File: config.mk
export PLATFORM = sky130hd
export DESIGN_NAME = segment_latch_receiver_flat
export DESIGN_NICKNAME = d
export VERILOG_FILES = /design/src/rtl/slr_pkg.sv /design/src/rtl/slr_if.sv /design/src/rtl/slr_ram.sv /design/src/rtl/segment_latch_receiver.sv /design/src/flat_wrapper.sv
export SDC_FILE = /design/constraint.sdc
export NUM_CORES = 1
export LEC_CHECK = 0
export BUFFER_PORTS_ARGS = -buffer_cell sky130_fd_sc_hd__buf_2
export CAP_MARGIN = 15
export CORE_MARGIN = 2
export CORE_UTILIZATION = 50
export DETAILED_ROUTE_END_ITERATION = 6
export HOLD_SLACK_MARGIN = 0.08
export PLACE_DENSITY = 0.69
export SLEW_MARGIN = 10
export SYNTH_ARGS = -nofsm -noshare
export SYNTH_HDL_FRONTEND = slang
export SYNTH_HIERARCHICAL = 1
export SYNTH_SLANG_ARGS = --single-unit
File: constraint.sdc
create_clock -name clk -period 2.9 [get_ports clk]
set_input_delay 0.58 -clock clk [delete_from_list [all_inputs] [get_ports clk]]
set_output_delay 0.58 -clock clk [all_outputs]
set_load 0.05 [all_outputs]
File: src/rtl/slr_pkg.sv
`default_nettype none

package slr_pkg;

    localparam int BLOCK_BYTES    = 8;
    localparam int NUM_BLOCKS     = 3;
    localparam int SELECT_SHIFT   = 3;
    localparam int RING_LEN       = BLOCK_BYTES + 1;
    localparam int STORE_LEN      = NUM_BLOCKS * BLOCK_BYTES;
    localparam int SEGMENT_COUNT  = STORE_LEN * 8;
    localparam int BLOCK_MASK_ALL = (1 << NUM_BLOCKS) - 1;

    localparam int RING_AW  = $clog2(RING_LEN);
    localparam int STORE_AW = (STORE_LEN > 1) ? $clog2(STORE_LEN) : 1;
    localparam int BLK_W    = $clog2(NUM_BLOCKS + 1);
    localparam int CNT_W    = $clog2(BLOCK_BYTES + 1);
    localparam int SEG_W    = $clog2(SEGMENT_COUNT + 1);
    localparam int CMP_W    = (SEG_W > 8) ? SEG_W : 8;

    typedef enum logic [1:0] {
        OP_RX_BYTE = 2'd0,
        OP_LOAD    = 2'd1,
        OP_READ    = 2'd2,
        OP_NONE    = 2'd3
    } op_t;

    typedef enum logic [2:0] {
        S_IDLE,
        S_SEL,
        S_COPY,
        S_DRAIN,
        S_READ,
        S_RESP
    } state_t;

    // Store write request, registered so that it lines up with the ring read data
    typedef struct packed {
        logic                en;
        logic [STORE_AW-1:0] addr;
    } store_wr_t;

endpackage

`default_nettype wire

File: src/rtl/slr_if.sv
`default_nettype none

// Input channel: one transaction per command
interface slr_in_if;
    logic       valid;
    logic       ready;
    logic [1:0] operation;
    logic [7:0] rx_byte;
    logic [7:0] segment_index;

    modport source (output valid, output operation, output rx_byte,
                    output segment_index, input ready);
    modport sink   (input valid, input operation, input rx_byte,
                    input segment_index, output ready);
endinterface

// Output channel: one transaction per command
interface slr_out_if;
    logic        valid;
    logic        ready;
    logic        segment_on;
    logic [15:0] state_version;
    logic [2:0]  blocks_loaded;

    modport source (output valid, output segment_on, output state_version,
                    output blocks_loaded, input ready);
    modport sink   (input valid, input segment_on, input state_version,
                    input blocks_loaded, output ready);
endinterface

`default_nettype wire

File: src/rtl/slr_ram.sv
`default_nettype none

module slr_ram #(
    parameter int WIDTH = 8,
    parameter int DEPTH = 16
) (
    input  wire logic                                      clk,
    input  wire logic                                      we,
    input  wire logic [((DEPTH > 1) ? $clog2(DEPTH) : 1)-1:0] waddr,
    input  wire logic [WIDTH-1:0]                          wdata,
    input  wire logic [((DEPTH > 1) ? $clog2(DEPTH) : 1)-1:0] raddr,
    output logic      [WIDTH-1:0]                          rdata
);

    logic [WIDTH-1:0] mem [DEPTH];

    // Write one entry, read one entry with registered data
    always_ff @(posedge clk)
    begin
        if (we)
        begin
            mem[waddr] <= wdata;
        end
        rdata <= mem[raddr];
    end

endmodule

`default_nettype wire

File: src/rtl/segment_latch_receiver.sv
// Receiver for a serial segment display driver. Each input transaction is a
// received byte, a load strobe or a segment read, and each gives exactly one
// output transaction. Bytes go into a ring memory of BLOCK_BYTES+1 entries; a
// load strobe takes the newest byte as the block select (bits 3 and up) and
// copies the BLOCK_BYTES older bytes, oldest first, into each selected block
// of the segment store memory, then rewinds the ring and bumps the 16-bit
// version. A read returns one stored bit, indexed from the far end of the
// store. Commands run one at a time. A load copies each selected block
// through the single write port of the segment store, which takes one byte
// a cycle. A new command is taken while the previous result waits at the
// output register. The store reads as zero after reset with no clearing pass.
`default_nettype none

module segment_latch_receiver
    import slr_pkg::*;
(
    input  wire logic clk,
    input  wire logic rst_n,
    slr_in_if.sink    in_item,
    slr_out_if.source result
);

    state_t              state_reg, state_next;
    logic [RING_AW-1:0]  pos_reg, pos_next;
    logic [15:0]         count_reg, count_next;
    logic [RING_AW-1:0]  start_reg, start_next;
    logic [RING_AW-1:0]  ridx_reg, ridx_next;
    logic [STORE_AW-1:0] saddr_reg, saddr_next;
    logic [CNT_W-1:0]    cnt_reg, cnt_next;
    logic [BLK_W-1:0]    blk_reg, blk_next;
    logic [7:0]          sel_reg, sel_next;
    logic [7:0]          work_reg, work_next;
    store_wr_t           pend_reg, pend_next;
    logic [STORE_LEN-1:0] valid_reg, valid_next;
    logic                out_valid_reg, out_valid_next;

    logic [STORE_AW-1:0] rdaddr_reg, rdaddr_next;
    logic [2:0]          bit_reg, bit_next;
    logic                inr_reg, inr_next;
    logic                res_seg_reg, res_seg_next;
    logic [2:0]          res_blk_reg, res_blk_next;
    logic                out_seg_reg, out_seg_next;
    logic [15:0]         out_ver_reg, out_ver_next;
    logic [2:0]          out_blk_reg, out_blk_next;

    logic                accept;
    op_t                 op;
    logic                ring_we;
    logic [RING_AW-1:0]  ring_raddr;
    logic [7:0]          ring_rdata;
    logic [7:0]          store_rdata;
    logic [STORE_AW-1:0] store_raddr;
    logic [CMP_W-1:0]    rev_index;
    logic [RING_AW-1:0]  newest;
    logic [7:0]          sel_byte;

    assign in_item.ready = (state_reg == S_IDLE);
    assign accept        = in_item.valid && in_item.ready;
    assign op            = op_t'(in_item.operation);

    assign result.valid         = out_valid_reg;
    assign result.segment_on    = out_seg_reg;
    assign result.state_version = out_ver_reg;
    assign result.blocks_loaded = out_blk_reg;

    // Reverse the segment index and split it into byte address and bit
    assign rev_index   = CMP_W'(SEGMENT_COUNT - 1) - CMP_W'(in_item.segment_index);
    assign store_raddr = STORE_AW'(rev_index >> 3);
    assign newest      = (pos_reg == '0) ? RING_AW'(RING_LEN - 1) : pos_reg - 1'b1;
    assign sel_byte    = (ring_rdata >> SELECT_SHIFT) & 8'(BLOCK_MASK_ALL);

    assign ring_we    = accept && (op == OP_RX_BYTE);
    assign ring_raddr = (state_reg == S_IDLE) ? newest : ridx_reg;

    slr_ram #(
        .WIDTH (8),
        .DEPTH (RING_LEN)
    ) u_ring (
        .clk   (clk),
        .we    (ring_we),
        .waddr (pos_reg),
        .wdata (in_item.rx_byte),
        .raddr (ring_raddr),
        .rdata (ring_rdata)
    );

    slr_ram #(
        .WIDTH (8),
        .DEPTH (STORE_LEN)
    ) u_store (
        .clk   (clk),
        .we    (pend_reg.en),
        .waddr (pend_reg.addr),
        .wdata (ring_rdata),
        .raddr (store_raddr),
        .rdata (store_rdata)
    );

    // Sequence the commands and build the result
    always_comb
    begin
        state_next   = state_reg;
        pos_next     = pos_reg;
        count_next   = count_reg;
        start_next   = start_reg;
        ridx_next    = ridx_reg;
        saddr_next   = saddr_reg;
        cnt_next     = cnt_reg;
        blk_next     = blk_reg;
        sel_next     = sel_reg;
        work_next    = work_reg;
        pend_next    = '0;
        valid_next   = valid_reg;
        rdaddr_next  = rdaddr_reg;
        bit_next     = bit_reg;
        inr_next     = inr_reg;
        res_seg_next = res_seg_reg;
        res_blk_next = res_blk_reg;
        out_seg_next = out_seg_reg;
        out_ver_next = out_ver_reg;
        out_blk_next = out_blk_reg;
        out_valid_next = out_valid_reg && !result.ready;

        // Mark store entries written
        if (pend_reg.en)
        begin
            valid_next[pend_reg.addr] = 1'b1;
        end

        case (state_reg)
            S_IDLE:
            begin
                if (accept)
                begin
                    res_seg_next = 1'b0;
                    res_blk_next = '0;
                    case (op)
                        OP_RX_BYTE:
                        begin
                            pos_next   = (pos_reg == RING_AW'(RING_LEN - 1)) ? '0
                                                                           : pos_reg + 1'b1;
                            state_next = S_RESP;
                        end
                        OP_LOAD:
                        begin
                            start_next = pos_reg;
                            state_next = S_SEL;
                        end
                        OP_READ:
                        begin
                            rdaddr_next = store_raddr;
                            bit_next    = rev_index[2:0];
                            inr_next    = CMP_W'(in_item.segment_index) < CMP_W'(SEGMENT_COUNT);
                            state_next  = S_READ;
                        end
                        default:
                        begin
                            state_next = S_RESP;
                        end
                    endcase
                end
            end

            S_SEL:
            begin
                sel_next   = sel_byte;
                work_next  = sel_byte;
                blk_next   = '0;
                cnt_next   = '0;
                ridx_next  = start_reg;
                saddr_next = '0;
                state_next = S_COPY;
            end

            S_COPY:
            begin
                if (work_reg[0])
                begin
                    // Read the ring byte now, write it to the store next cycle
                    pend_next.en   = 1'b1;
                    pend_next.addr = saddr_reg;
                    saddr_next     = saddr_reg + 1'b1;
                    if (cnt_reg == CNT_W'(BLOCK_BYTES - 1))
                    begin
                        cnt_next  = '0;
                        ridx_next = start_reg;
                        work_next = work_reg >> 1;
                        blk_next  = blk_reg + 1'b1;
                        if (blk_reg == BLK_W'(NUM_BLOCKS - 1))
                        begin
                            state_next = S_DRAIN;
                        end
                    end
                    else
                    begin
                        cnt_next  = cnt_reg + 1'b1;
                        ridx_next = (ridx_reg == RING_AW'(RING_LEN - 1)) ? '0
                                                                        : ridx_reg + 1'b1;
                    end
                end
                else
                begin
                    // Skip an unselected block
                    saddr_next = saddr_reg + STORE_AW'(BLOCK_BYTES);
                    work_next  = work_reg >> 1;
                    blk_next   = blk_reg + 1'b1;
                    if (blk_reg == BLK_W'(NUM_BLOCKS - 1))
                    begin
                        state_next = S_DRAIN;
                    end
                end
            end

            S_DRAIN:
            begin
                pos_next     = '0;
                count_next   = count_reg + 1'b1;
                res_blk_next = sel_reg[2:0];
                state_next   = S_RESP;
            end

            S_READ:
            begin
                res_seg_next = inr_reg && valid_reg[rdaddr_reg] && store_rdata[bit_reg];
                state_next   = S_RESP;
            end

            S_RESP:
            begin
                if (!out_valid_reg || result.ready)
                begin
                    out_valid_next = 1'b1;
                    out_seg_next   = res_seg_reg;
                    out_ver_next   = count_reg;
                    out_blk_next   = res_blk_reg;
                    state_next     = S_IDLE;
                end
            end

            default:
            begin
                state_next = S_IDLE;
            end
        endcase
    end

    // Control state
    always_ff @(posedge clk or negedge rst_n)
    begin
        if (!rst_n)
        begin
            state_reg     <= S_IDLE;
            pos_reg       <= '0;
            count_reg     <= '0;
            cnt_reg       <= '0;
            blk_reg       <= '0;
            work_reg      <= '0;
            pend_reg      <= '0;
            valid_reg     <= '0;
            out_valid_reg <= 1'b0;
        end
        else
        begin
            state_reg     <= state_next;
            pos_reg       <= pos_next;
            count_reg     <= count_next;
            cnt_reg       <= cnt_next;
            blk_reg       <= blk_next;
            work_reg      <= work_next;
            pend_reg      <= pend_next;
            valid_reg     <= valid_next;
            out_valid_reg <= out_valid_next;
        end
    end

    // Payload
    always_ff @(posedge clk)
    begin
        start_reg   <= start_next;
        ridx_reg    <= ridx_next;
        saddr_reg   <= saddr_next;
        sel_reg     <= sel_next;
        rdaddr_reg  <= rdaddr_next;
        bit_reg     <= bit_next;
        inr_reg     <= inr_next;
        res_seg_reg <= res_seg_next;
        res_blk_reg <= res_blk_next;
        out_seg_reg <= out_seg_next;
        out_ver_reg <= out_ver_next;
        out_blk_reg <= out_blk_next;
    end

endmodule

`default_nettype wire

File: src/flat_wrapper.sv
// flat-port wrapper written by rule: the top's interface ports become plain ports
module segment_latch_receiver_flat import slr_pkg::*;
  (clk, rst_n, in_item_valid, in_item_operation, in_item_rx_byte, in_item_segment_index, in_item_ready, result_valid, result_segment_on, result_state_version, result_blocks_loaded, result_ready);
  slr_in_if in_item_i ();
  slr_out_if result_i ();
  input  wire logic clk;
  input  wire logic rst_n;
  input wire logic [$bits(in_item_i.valid)-1:0] in_item_valid;
  input wire logic [$bits(in_item_i.operation)-1:0] in_item_operation;
  input wire logic [$bits(in_item_i.rx_byte)-1:0] in_item_rx_byte;
  input wire logic [$bits(in_item_i.segment_index)-1:0] in_item_segment_index;
  output wire logic [$bits(in_item_i.ready)-1:0] in_item_ready;
  output wire logic [$bits(result_i.valid)-1:0] result_valid;
  output wire logic [$bits(result_i.segment_on)-1:0] result_segment_on;
  output wire logic [$bits(result_i.state_version)-1:0] result_state_version;
  output wire logic [$bits(result_i.blocks_loaded)-1:0] result_blocks_loaded;
  input wire logic [$bits(result_i.ready)-1:0] result_ready;
  assign in_item_i.valid = in_item_valid;
  assign in_item_i.operation = in_item_operation;
  assign in_item_i.rx_byte = in_item_rx_byte;
  assign in_item_i.segment_index = in_item_segment_index;
  assign in_item_ready = in_item_i.ready;
  assign result_valid = result_i.valid;
  assign result_segment_on = result_i.segment_on;
  assign result_state_version = result_i.state_version;
  assign result_blocks_loaded = result_i.blocks_loaded;
  assign result_i.ready = result_ready;
  segment_latch_receiver u_core (.clk(clk), .rst_n(rst_n), .in_item(in_item_i), .result(result_i));
endmodule
==> results of run 1 <==
-- routing by layer --
layer  vias to the layer above  GRT usage (%)  wire, microns
met5                         -              0              0
met4                         0           5.23            636
met3                        51           2.99           1520
met2                       195           31.8          15100
met1                      4285           26.0          13600
li1                       3910              -              -
-- logic make-up after synthesis --
logic type | count (synthesis) | synth area share, %
buffers and inverters | 63 | 2.43
XOR/XNOR | 19 | 1.05
adder cells (fa/ha/maj) | 10 | 0.786
AO/OA/AOI/OAI | 130 | 6.08
flip-flops | 396 | 71.6
multiplexers | 123 | 10.7
AND/OR/NAND/NOR | 223 | 7.30
-- worst paths after layout --
| check | start | end | slack, ns | cells after the start |
|---|---|---|---|---|
| setup / recovery | u_core/state_reg[0]$_DFFE_PN0P_ | u_core/u_ring/rdata[7]$_DFF_P_ | 0.29 | 7 |
| hold / removal | rst_n | u_core/count_reg[1]$_DFFE_PN0P_ | 0.14 | 1 |
| setup reg to reg | u_core/state_reg[0]$_DFFE_PN0P_ | u_core/u_ring/rdata[7]$_DFF_P_ | 0.29 | 7 |
| hold reg to reg | u_core/res_blk_reg[0]$_SDFFCE_PN0P_ | u_core/result.blocks_loaded[0]$_DFFE_PP_ | 0.42 | 0 |
| max in group asynchronous | rst_n | u_core/valid_reg[2]$_DFFE_PN0P_ | 2.11 | 2 |
| min in group clk | in_item_segment_index[1] | u_core/bit_reg[1]$_DFFE_PP_ | 0.30 | 2 |
-- per-stage QoR --
step | hold slack, ns | area [sq um] | worst slack [ns] | utilization (%)
global placement | 0.405 | 16700 | 0.355 | 53.1
global route | 0.199 | 18100 | 0.167 | 57.6
finish | 0.140 | 18100 | 0.286 | 57.6
detailed placement | 0.406 | 16700 | 0.287 | 53.1
CTS | 0.151 | 18100 | 0.270 | 57.6
floorplan | 0.284 | 15900 | 0.115 | -
-- cell usage after synthesis (all sizes together), types with 2 or more instances --
master   number
dfxtp        16
and2          7
nand3b       12
nor2b         6
nand4         3
ha           10
dfrtp        67
nor3b         6
o31ai        10
a21boi        2
a21oi        11
o31a          2
o22ai         8
or3b          6
nand2b        9
o311ai        9
nand3        28
mux2i        67
a2bb2oi       9
and3b         2
nor3         11
or3           4
o21bai        8
xnor2        10
inv          22
and4          2
mux2         20
nor4b         2
edfxtp      313
nand2        57
a21o         20
and3          8
o211ai        9
nor2         55
buf          28
a22o         10
mux4         36
nor4          3
o21ai        15
xor2          9
clkbuf       12
a22oi        10
-- where the power goes --
group / switching (uW) / leakage (uW) / internal, uW
clock: 2070 / 0.000704 / 3430
combinational: 1900 / 0.00220 / 1180
sequential: 623 / 0.00387 / 7080
-- cell type report --
| type | instances | area [sq um] | share of cell area [%] |
|---|---|---|---|
| Clock inverter | 19 | 273 | 1.50 |
| Sequential cell | 396 | 11400 | 62.8 |
| Antenna cell | 1 | 2.50 | 0.0138 |
| Inverter | 22 | 87.6 | 0.483 |
| Timing Repair Buffer | 84 | 573 | 3.16 |
| Multi-Input combinational cell | 505 | 4140 | 22.8 |
| Clock buffer | 55 | 1160 | 6.40 |
| Tap cell | 402 | 503 | 2.77 |
==> results.py, run 1 <==
metrics = {
    "clock_tree": {
        "cts_buffer_depth": 3,
        "insertion_delay_ns": 0.53,
        "cts_hold_buf": 0,
        "cts_buffers": 41,
        "postCtsSetupBuffers": 0,
        "cts-root-buf": "clkbuf_16",
        "clock-sinks": 396,
        "post_cts_resize_count": 0,
        "cts_tree": "done",
        "htreeDepth": 2,
        "clkSlewWorstSetupHoldPaths_ns": 0.06,
    },
    "timing": {
        "rsz0062_at_grt": "false",
        "hold_viol_final": 0,
        "skew_ns": 0.0171,
        "fmax_ghz": 0.383,
        "max-slew-margin-rel_pct": 24.6,
        "setup_tns_ns": 0,
        "fin_crit_ns": 2.61,
        "worst_pin_slew_ns": 1.13,
        "report.final.slew_viol_count": 0,
        "fin_crit_sh_pct": 90.1,
        "setup_viol": 0,
    },
    "placement": {
        "port_buffers": 43,
        "dp_hpwl_microns": 19400,
        "dp_cells": 1409,
        "gp_congestion": 0.829,
    },
    "layout": {
        "drive_gt1_share_pct": 20.9,
        "fillers": 2372,
        "final_cells": 1484,
        "layout.nets": 1082,
        "final_common_cell": "edfxtp_1",
        "final_cell_mix": "edfxtp_1 (313), mux2i_1 (67), dfrtp_1 (67), nand2_1 (56), nor2_1 (55)",
        "largest_reg_flops": 192,
        "syn_to_final_growth_pct": 14.0,
    },
    "floorplanning": {
        "dieArea_sq_um": 33300,
        "die_w_microns": 182,
        "coreArea_sq_um": 31500,
        "io_pins": 44,
        "fp.dieH_microns": 182,
        "rows": 65,
        "initial_core_util_pct": 50.5,
    },
    "worst_setup_path": {
        "crit_buf_inv": 1,
        "crit_type": "reg -> reg",
        "critPathArrivalTime_ns": 3.06,
        "critPathSlowestCell": "or3_1",
        "path_cells": "or3_1, or3_1, o21ai_4, buf_4, mux2i_1, a22o_1, o31ai_1",
        "cp_common_cell": "or3_1",
        "critPathMaxStageDelay_ns": 0.55,
        "cp-start-kind": "flip-flop",
        "required_ns": 3.34,
        "critPathTopFamily": "simple AND/OR/NAND/NOR gates",
        "path_max_fanout": 31,
        "endpoint_kind": "flip-flop",
    },
    "grt": {
        "grt_overflow": 0,
        "track_usage_pct": 18.9,
        "grt_pass1_wl_microns": 48200,
        "grt_antenna_before_repair": 1,
        "grt_max_degree": 40,
        "grt_pass1_vias": 8617,
    },
    "min_path": {
        "hold_class": "in -> async",
    },
    "synthesis": {
        "synth_edf_count": 313,
        "ys_seq_area_share_pct": 71.6,
        "syn-num-nets": 996,
        "syn-cell-area_sq_um": 15900,
        "synth_cells": 964,
        "synth_area_leaders": "edfxtp_1 (59%), dfrtp_1 (11%), mux4_2 (5.1%)",
        "syn_area_per_cell_sq_um": 16.5,
        "ys_warn_count": 6,
        "yosysUniqueCellTypes": 74,
        "synth_top_area_share_pct": 59.1,
        "ys.flop_type": "edfxtp_1",
        "synth_area_leader_cell": "edfxtp_1",
        "ys_ff_latch": 396,
        "synthArstFlopShare_pct": 16.9,
    },
    "power": {
        "power_uw": 16300,
        "power_density_nw_per_um2": 897,
        "leakage_uw": 0.00677,
        "ir_drop_v": 0.000792,
    },
    "detailed_routing": {
        "antenna_left": 0,
        "wirelength_microns": 30800,
        "vias": 8441,
        "drt_iter0_drc": 684,
        "avgViaCountPerCell": 5.69,
        "post_drt_wl_per_cell_microns": 20.8,
        "dr.pass1.iters": 5,
        "drc": 0,
    },
    "run": {
        "drv_cap": 0,
    },
    "outcome": {
        "status": "finished clean",
    },
}
Power figures use the tool's default switching activity.
==> run 2, diff against run 1 <==
--- a/config.mk
+++ b/config.mk
@@ -16,4 +16,3 @@
 export SYNTH_ARGS = -nofsm -noshare
 export SYNTH_HDL_FRONTEND = slang
-export SYNTH_HIERARCHICAL = 1
 export SYNTH_SLANG_ARGS = --single-unit
==> constraint.sdc (replaced) <==
create_clock -name clk -period 2.9 [get_ports clk]
set_input_delay 0.145 -clock clk [delete_from_list [all_inputs] [get_ports clk]]
set_output_delay 0.145 -clock clk [all_outputs]
set_load 0.05 [all_outputs]
==> run 2 against run 1 <==
Compared with the run above: register-to-register slack gained 0.03 ns; final area shrank 1.4%; setup slack better by 0.032 ns; clock-buffer cell count is 4 higher; via count is 6.6% lower; clock power fell by 6.5%; power decreased by 4.0%; critical endpoint is now u_core.u_ring.rdata[0]$_DFF_P_.
==> results.py, run 2 <==
metrics = {
    "power": {
        "intPower_uw": 11300,
        "leakage_uw": 0.00659,
        "power_density_nw_per_um2": 874,
        "clkPwrFrac_pct": 32.9,
        "combPwrFrac_pct": 17.5,
        "ir_drop_v": 0.000619,
        "p_switching_uw": 4280,
        "p_sw_share_pct": 27.4,
        "seq_power_share_pct": 49.6,
    },
    "floorplanning": {
        "rows": 64,
        "die_w_microns": 180,
        "dieArea_sq_um": 32400,
        "initial_core_util_pct": 50.8,
        "io_pins": 44,
        "coreArea_sq_um": 30500,
        "fp.dieH_microns": 180,
    },
    "worst_setup_path": {
        "critPathMaxStageDelay_ns": 0.60,
        "critPathSlowestCell": "mux4_1",
        "r2r_setup_slack_ns": 0.32,
        "worstReg2RegStart": "u_core.state_reg[1]$_DFFE_PN0P_",
        "critPathArrivalTime_ns": 2.99,
        "path_cells": "or3_4, o31ai_4, buf_4, mux4_1, a22o_1, a21o_1",
        "crit_type": "reg -> reg",
        "endpoint_kind": "flip-flop",
        "timing.rr.end": "u_core.u_ring.rdata[0]$_DFF_P_",
        "endpoint": "u_core.u_ring.rdata[0]$_DFF_P_",
        "path_max_fanout": 16,
        "rr_worst_depth": 6,
        "required_ns": 3.30,
        "startpoint": "u_core.state_reg[1]$_DFFE_PN0P_",
        "cp-start-kind": "flip-flop",
    },
    "synthesis": {
        "synth-simple-area-share_pct": 7.10,
        "synth_compound_area_share_pct": 3.30,
        "synth_xor_area_share_pct": 1.13,
        "synth_common_cells": "edfxtp_1 (313), mux4_2 (69), dfrtp_1 (67)",
        "yosysUniqueCellTypes": 57,
        "syn_area_per_cell_sq_um": 17.8,
        "synth_most_common_cell": "edfxtp_1",
        "synth_top_area_share_pct": 60.7,
        "synth_area_leaders": "edfxtp_1 (61%), dfrtp_1 (11%), mux4_2 (10%)",
        "synth_area_leader_cell": "edfxtp_1",
        "syn-cell-area_sq_um": 15500,
        "ys_warn_count": 0,
        "syn-num-nets": 905,
        "ys_ff_latch": 396,
        "synth_edf_count": 313,
        "synthAdderAreaFrac_pct": 1.05,
        "synth.area.mux_share_pct": 12.5,
        "synthArstFlopShare_pct": 16.9,
        "ys.flop_type": "edfxtp_1",
        "synth_cells": 870,
        "ys_seq_area_share_pct": 73.6,
        "synth_top_family_by_area": "multiplexers",
    },
    "timing": {
        "report.final.slew_viol_count": 0,
        "rsz0062_at_grt": "false",
        "setup_tns_ns": 0,
        "fin_crit_ns": 2.58,
        "worst_pin_slew_ns": 1.03,
        "fin_crit_sh_pct": 89.0,
        "max-slew-margin-rel_pct": 31.2,
        "skew_ns": 0.0166,
        "fmax_ghz": 0.387,
        "hold_viol_final": 0,
        "setup_viol": 0,
    },
    "detailed_routing": {
        "antenna_left": 0,
        "drt_iter0_drc": 691,
        "vias": 7880,
        "post_drt_wl_per_cell_microns": 21.3,
        "wirelength_microns": 30100,
        "avgViaCountPerCell": 5.59,
        "dr.pass1.iters": 5,
        "drc": 0,
    },
    "layout": {
        "final_common_cell": "edfxtp_1",
        "drive_gt1_share_pct": 24.6,
        "antenna_cells": 0,
        "largest_reg_flops": 192,
        "syn_to_final_growth_pct": 15.5,
        "layout.nets": 1018,
        "final_cell_mix": "edfxtp_1 (313), mux4_2 (69), dfrtp_1 (67), nand2_1 (63), nor2_1 (58)",
        "postLayoutCellArea_sq_um": 17900,
    },
    "grt": {
        "grt_pass1_wl_microns": 47600,
        "grt_max_degree": 39,
        "grt_pass1_vias": 8064,
        "grt_overflow": 0,
        "grt_antenna_before_repair": 0,
        "track_usage_pct": 19.1,
    },
    "clock_tree": {
        "insertion_delay_ns": 0.52,
        "cts-root-buf": "clkbuf_16",
        "post_cts_resize_count": 0,
        "clkSlewWorstSetupHoldPaths_ns": 0.06,
        "cts_buffers": 40,
        "cts_tree": "done",
        "htreeDepth": 2,
        "clock-sinks": 396,
        "postCtsSetupBuffers": 0,
        "cts_buffer_depth": 3,
    },
    "min_path": {
        "hold_class": "in -> reg",
    },
    "run": {
        "drv_cap": 0,
    },
    "placement": {
        "port_buffers": 43,
        "dp_hpwl_microns": 19400,
        "gp_congestion": 0.824,
        "place_area_sq_um": 16400,
    },
    "outcome": {
        "status": "finished clean",
    },
}
==> run 2: cell count changes in the layout (fill, tap and decap cells not counted), moves of 10 or more <==
| cell | delta |
|---|---|
| mux2i_1 | -38 |
| mux4_2 | +33 |
| or2_2 | +23 |
| nand3_1 | -18 |
| mux2_2 | -17 |
| dlygate4sd3_1 | +16 |
| a21o_1 | -11 |
| o21ai_1 | -11 |
| a22oi_1 | -10 |
==> run 2: timing repair <==
action                                  CTS  global route
endpoints found under the setup margin    0             0
hold buffers                             16             0
hold endpoints to repair                145             0
==> run 2: metrics by stage <==
stage,utilization (%),cells,worst slack (ns),total power [uW],hold slack (ns)
finish,58.6,1409,0.318,15600,0.114
global route,58.6,1409,0.213,16300,0.135
CTS,58.6,1409,0.327,15700,0.0978
detailed placement,53.8,1321,0.337,10600,-0.0416
global placement,53.8,1321,0.404,10500,-0.0411
floorplan,-,870,0.0657,9600,-0.151
==> run 2: kinds of logic after synthesis <==
kind of cell,after synthesis
AND/OR/NAND/NOR,219
multiplexers,102
XOR/XNOR,20
adder cells (fa/ha/maj),13
AO/OA/AOI/OAI,72
buffers and inverters,48
flip-flops,396
==> run 2: worst min path at each step <==
stage	to	start	slack, ns	cells past startpoint
2_1_floorplan	u_core.blk_reg[0]$_DFFE_PN0P_	rst_n	-0.15	0
3_3_place_gp	u_core.valid_reg[18]$_DFFE_PN0P_	rst_n	-0.04	1
3_5_place_dp	u_core.valid_reg[18]$_DFFE_PN0P_	rst_n	-0.04	1
4_1_cts	u_core.pos_reg[1]$_DFFE_PN0P_	in_item_operation[0]	0.1	5
5_1_grt	u_core.pos_reg[1]$_DFFE_PN0P_	in_item_operation[0]	0.13	5
6_report	u_core.pos_reg[1]$_DFFE_PN0P_	in_item_operation[0]	0.11	5
==> run 2: worst max-delay path: cells and delay by family (launching register included) <==
kind / cells / cell delay [ns]
flip-flops: 1 / 0.48
buffers and inverters: 1 / 0.31
AND/OR/NAND/NOR: 1 / 0.45
multiplexers: 1 / 0.60
AO/OA/AOI/OAI: 3 / 0.62
==> run 2: area by class of cell <==
| class | count | area (sq um) |
|---|---|---|
| inverter | 17 | 63.8 |
| tap | 396 | 495 |
| clock buffer | 59 | 1160 |
| multi-input combinational | 426 | 3900 |
| sequential | 396 | 11400 |
| fill | 2225 | 12600 |
| timing repair buffer | 102 | 713 |
| clock inverter | 13 | 158 |
==> run 2: power groups by stage <==
| stage | Clock [uW] | Combinational, uW | Sequential (uW) |
|---|---|---|---|
| final | 5140 | 2740 | 7750 |
| after global routing | 5460 | 3000 | 7860 |
| after CTS | 5220 | 2760 | 7760 |
| after detailed placement | 0 | 2730 | 7870 |
| after global placement | 0 | 2650 | 7830 |
| after floorplan | 0 | 1890 | 7710 |
==> run 2: per-layer routing <==
metal | up-vias | part of all wire, % | track usage, %
met4 | 0 | 1.9 | 4.68
met1 | 4032 | 46 | 28.4
met5 | - | 0 | 0
met3 | 49 | 5.1 | 3.18
met2 | 193 | 47 | 29.7
li1 | 3606 | - | -
==> run 3, diff against run 2 <==
Settings changed: REMOVE_ABC_BUFFERS set to 1.
==> run 3 against run 2 <==
Compared with the run above: core utilization fell by 0.11 points; clock power fell by 2%; power is 0.50% lower; die area stayed put; via count is 0.56% higher; first-iteration DRC count fell by 8.1%; worst hold slack worse by 0.011 ns; largest cell class unchanged; non-clock buffer count up 1; sequential power barely moved; critical path depth stayed put; critical path type unchanged; clock-buffer cell count down 7; setup slack worse by 0.032 ns.
==> results.py, run 3 (synthesized netlist as in run 2, its figures left out) <==
metrics = {
    "detailed_routing": {
        "antenna_left": 0,
        "avgViaCountPerCell": 5.62,
        "dr.pass1.iters": 5,
        "wirelength_microns": 30500,
        "post_drt_wl_per_cell_microns": 21.6,
        "drt_iter0_drc": 635,
        "drc": 0,
        "vias": 7924,
    },
    "floorplanning": {
        "dieArea_sq_um": 32400,
        "initial_core_util_pct": 50.8,
        "rows": 64,
        "die_w_microns": 180,
        "fp.dieH_microns": 180,
        "coreArea_sq_um": 30500,
        "io_pins": 44,
    },
    "clock_tree": {
        "clock-sinks": 396,
        "clkSlewWorstSetupHoldPaths_ns": 0.06,
        "post_cts_resize_count": 0,
        "cts_buffer_depth": 3,
        "htreeDepth": 2,
        "cts_tree": "done",
        "insertion_delay_ns": 0.52,
        "cts_buffers": 40,
        "cts_hold_buf": 15,
        "postCtsSetupBuffers": 0,
        "cts-root-buf": "clkbuf_16",
    },
    "power": {
        "ir_drop_v": 0.000594,
        "p_switching_uw": 4280,
        "power_density_nw_per_um2": 871,
        "combPwrFrac_pct": 17.6,
        "p_sw_share_pct": 27.5,
        "clkPwrFrac_pct": 32.6,
        "seq_power_share_pct": 49.9,
        "intPower_uw": 11300,
        "leakage_uw": 0.00658,
    },
    "layout": {
        "layout.nets": 1019,
        "fin_util_pct": 58.5,
        "postLayoutCellArea_sq_um": 17900,
        "final_common_cell": "edfxtp_1",
        "drive_gt1_share_pct": 24.7,
        "final_cell_mix": "edfxtp_1 (313), mux4_2 (69), dfrtp_1 (67), nand2_1 (63), nor2_1 (59)",
        "syn_to_final_growth_pct": 15.3,
        "largest_reg_flops": 192,
    },
    "placement": {
        "port_buffers": 43,
        "place_ws_ns": 0.359,
        "place_area_sq_um": 16400,
        "gp_congestion": 0.824,
        "dp_hpwl_microns": 19700,
    },
    "grt": {
        "grt_overflow": 0,
        "grt_antenna_before_repair": 1,
        "grt_max_degree": 68,
        "gr-usage-met1_pct": 27.9,
        "met2_usage_pct": 30.4,
        "track_usage_pct": 19.2,
        "grt_pass1_vias": 7923,
        "met3_usage_pct": 3.89,
        "grt-busiest-layer": "met2",
        "grt_pass1_wl_microns": 47500,
    },
    "worst_setup_path": {
        "critPathMaxStageDelay_ns": 0.62,
        "endpoint_kind": "flip-flop",
        "critPathSlowestCell": "mux4_1",
        "crit_buf_inv": 1,
        "critPathTopFamily": "compound AO/OA/AOI/OAI gates",
        "path_max_fanout": 16,
        "required_ns": 3.31,
        "critPathArrivalTime_ns": 3.02,
        "cp-start-kind": "flip-flop",
        "crit_type": "reg -> reg",
        "path_cells": "or3_4, o31ai_4, buf_4, mux4_1, a22o_1, a21o_1",
        "r2r_setup_slack_ns": 0.29,
    },
    "timing": {
        "report.final.slew_viol_count": 0,
        "worst_pin_slew_ns": 1.08,
        "hold_viol_final": 0,
        "max-slew-margin-rel_pct": 28.1,
        "skew_ns": 0.00934,
        "rsz0062_at_grt": "false",
        "fmax_ghz": 0.383,
        "setup_viol": 0,
        "setup_ws_ns": 0.286,
        "fin_crit_ns": 2.61,
        "fin_crit_sh_pct": 90.1,
    },
    "outcome": {
        "status": "finished clean",
    },
    "run": {
        "drv_cap": 0,
    },
    "min_path": {
        "hold_class": "in -> reg",
    },
}
-- run 3: changes by cell type in the layout (fill, tap and decap cells not counted), sizes merged --
cell,delta
dlygate4sd3,-1
clkinv,+4
inv,+1
buf,+2
clkinvlp,+1
bufinv,+1
clkbuf,-7
diode,+1
-- run 3: cell type report --
cell class | count | area, sq um
Fill cell | 2231 | 12700
Clock buffer | 52 | 1070
Sequential cell | 396 | 11400
Timing Repair Buffer | 103 | 706
Clock inverter | 20 | 228
Multi-Input combinational cell | 426 | 3890
Tap cell | 396 | 495
Inverter | 17 | 63.8
Antenna cell | 1 | 2.50
-- run 3: worst min-delay path, stage by stage --
cell and delay [ns]:
buf_2 0.12, a21oi_1 0.12, o21a_1 0.11, o21ai_0 0.07
-- run 3: routing by layer --
layer  vias up  share of wire (%)
met3        41                5.9
met1      4064                 44
li1       3609                  -
met2       210                 48
met4         0                1.5
met5         -                  0
-- run 3: final timing paths --
check	from	to	cells after the start
max in group asynchronous	rst_n	u_core.valid_reg[2]$_DFFE_PN0P_	3
hold reg to reg	u_core.res_blk_reg[2]$_SDFFCE_PN0P_	u_core.result.blocks_loaded[2]$_DFFE_PP_	0
hold / removal	in_item_valid	u_core.state_reg[2]$_DFFE_PN0P_	4
min in group asynchronous	rst_n	u_core.count_reg[14]$_DFFE_PN0P_	3
setup reg to reg	u_core.state_reg[0]$_DFFE_PN0P_	u_core.u_ring.rdata[2]$_DFF_P_	6
setup / recovery	u_core.state_reg[0]$_DFFE_PN0P_	u_core.u_ring.rdata[2]$_DFF_P_	6
-- run 3: power groups by stage --
stage,Combinational [uW],Clock (uW),Sequential [uW]
2_1_floorplan,1740,0,7760
3_3_place_gp,2670,0,7820
3_5_place_dp,2720,0,7870
4_1_cts,2760,5160,7760
5_1_grt,2980,5410,7860
6_report,2730,5060,7760
-- run 3: through the flow --
step                      hold WS (ns)  power (uW)  cells  TNS [ns]
final                            0.103       15600   1411         0
after global routing             0.117       16300   1411         0
after CTS                       0.0882       15700   1410         0
after detailed placement         0.392       10600   1323         0
after global placement           0.387       10500   1323         0
after floorplan                 -0.151        9500    839     -1.51
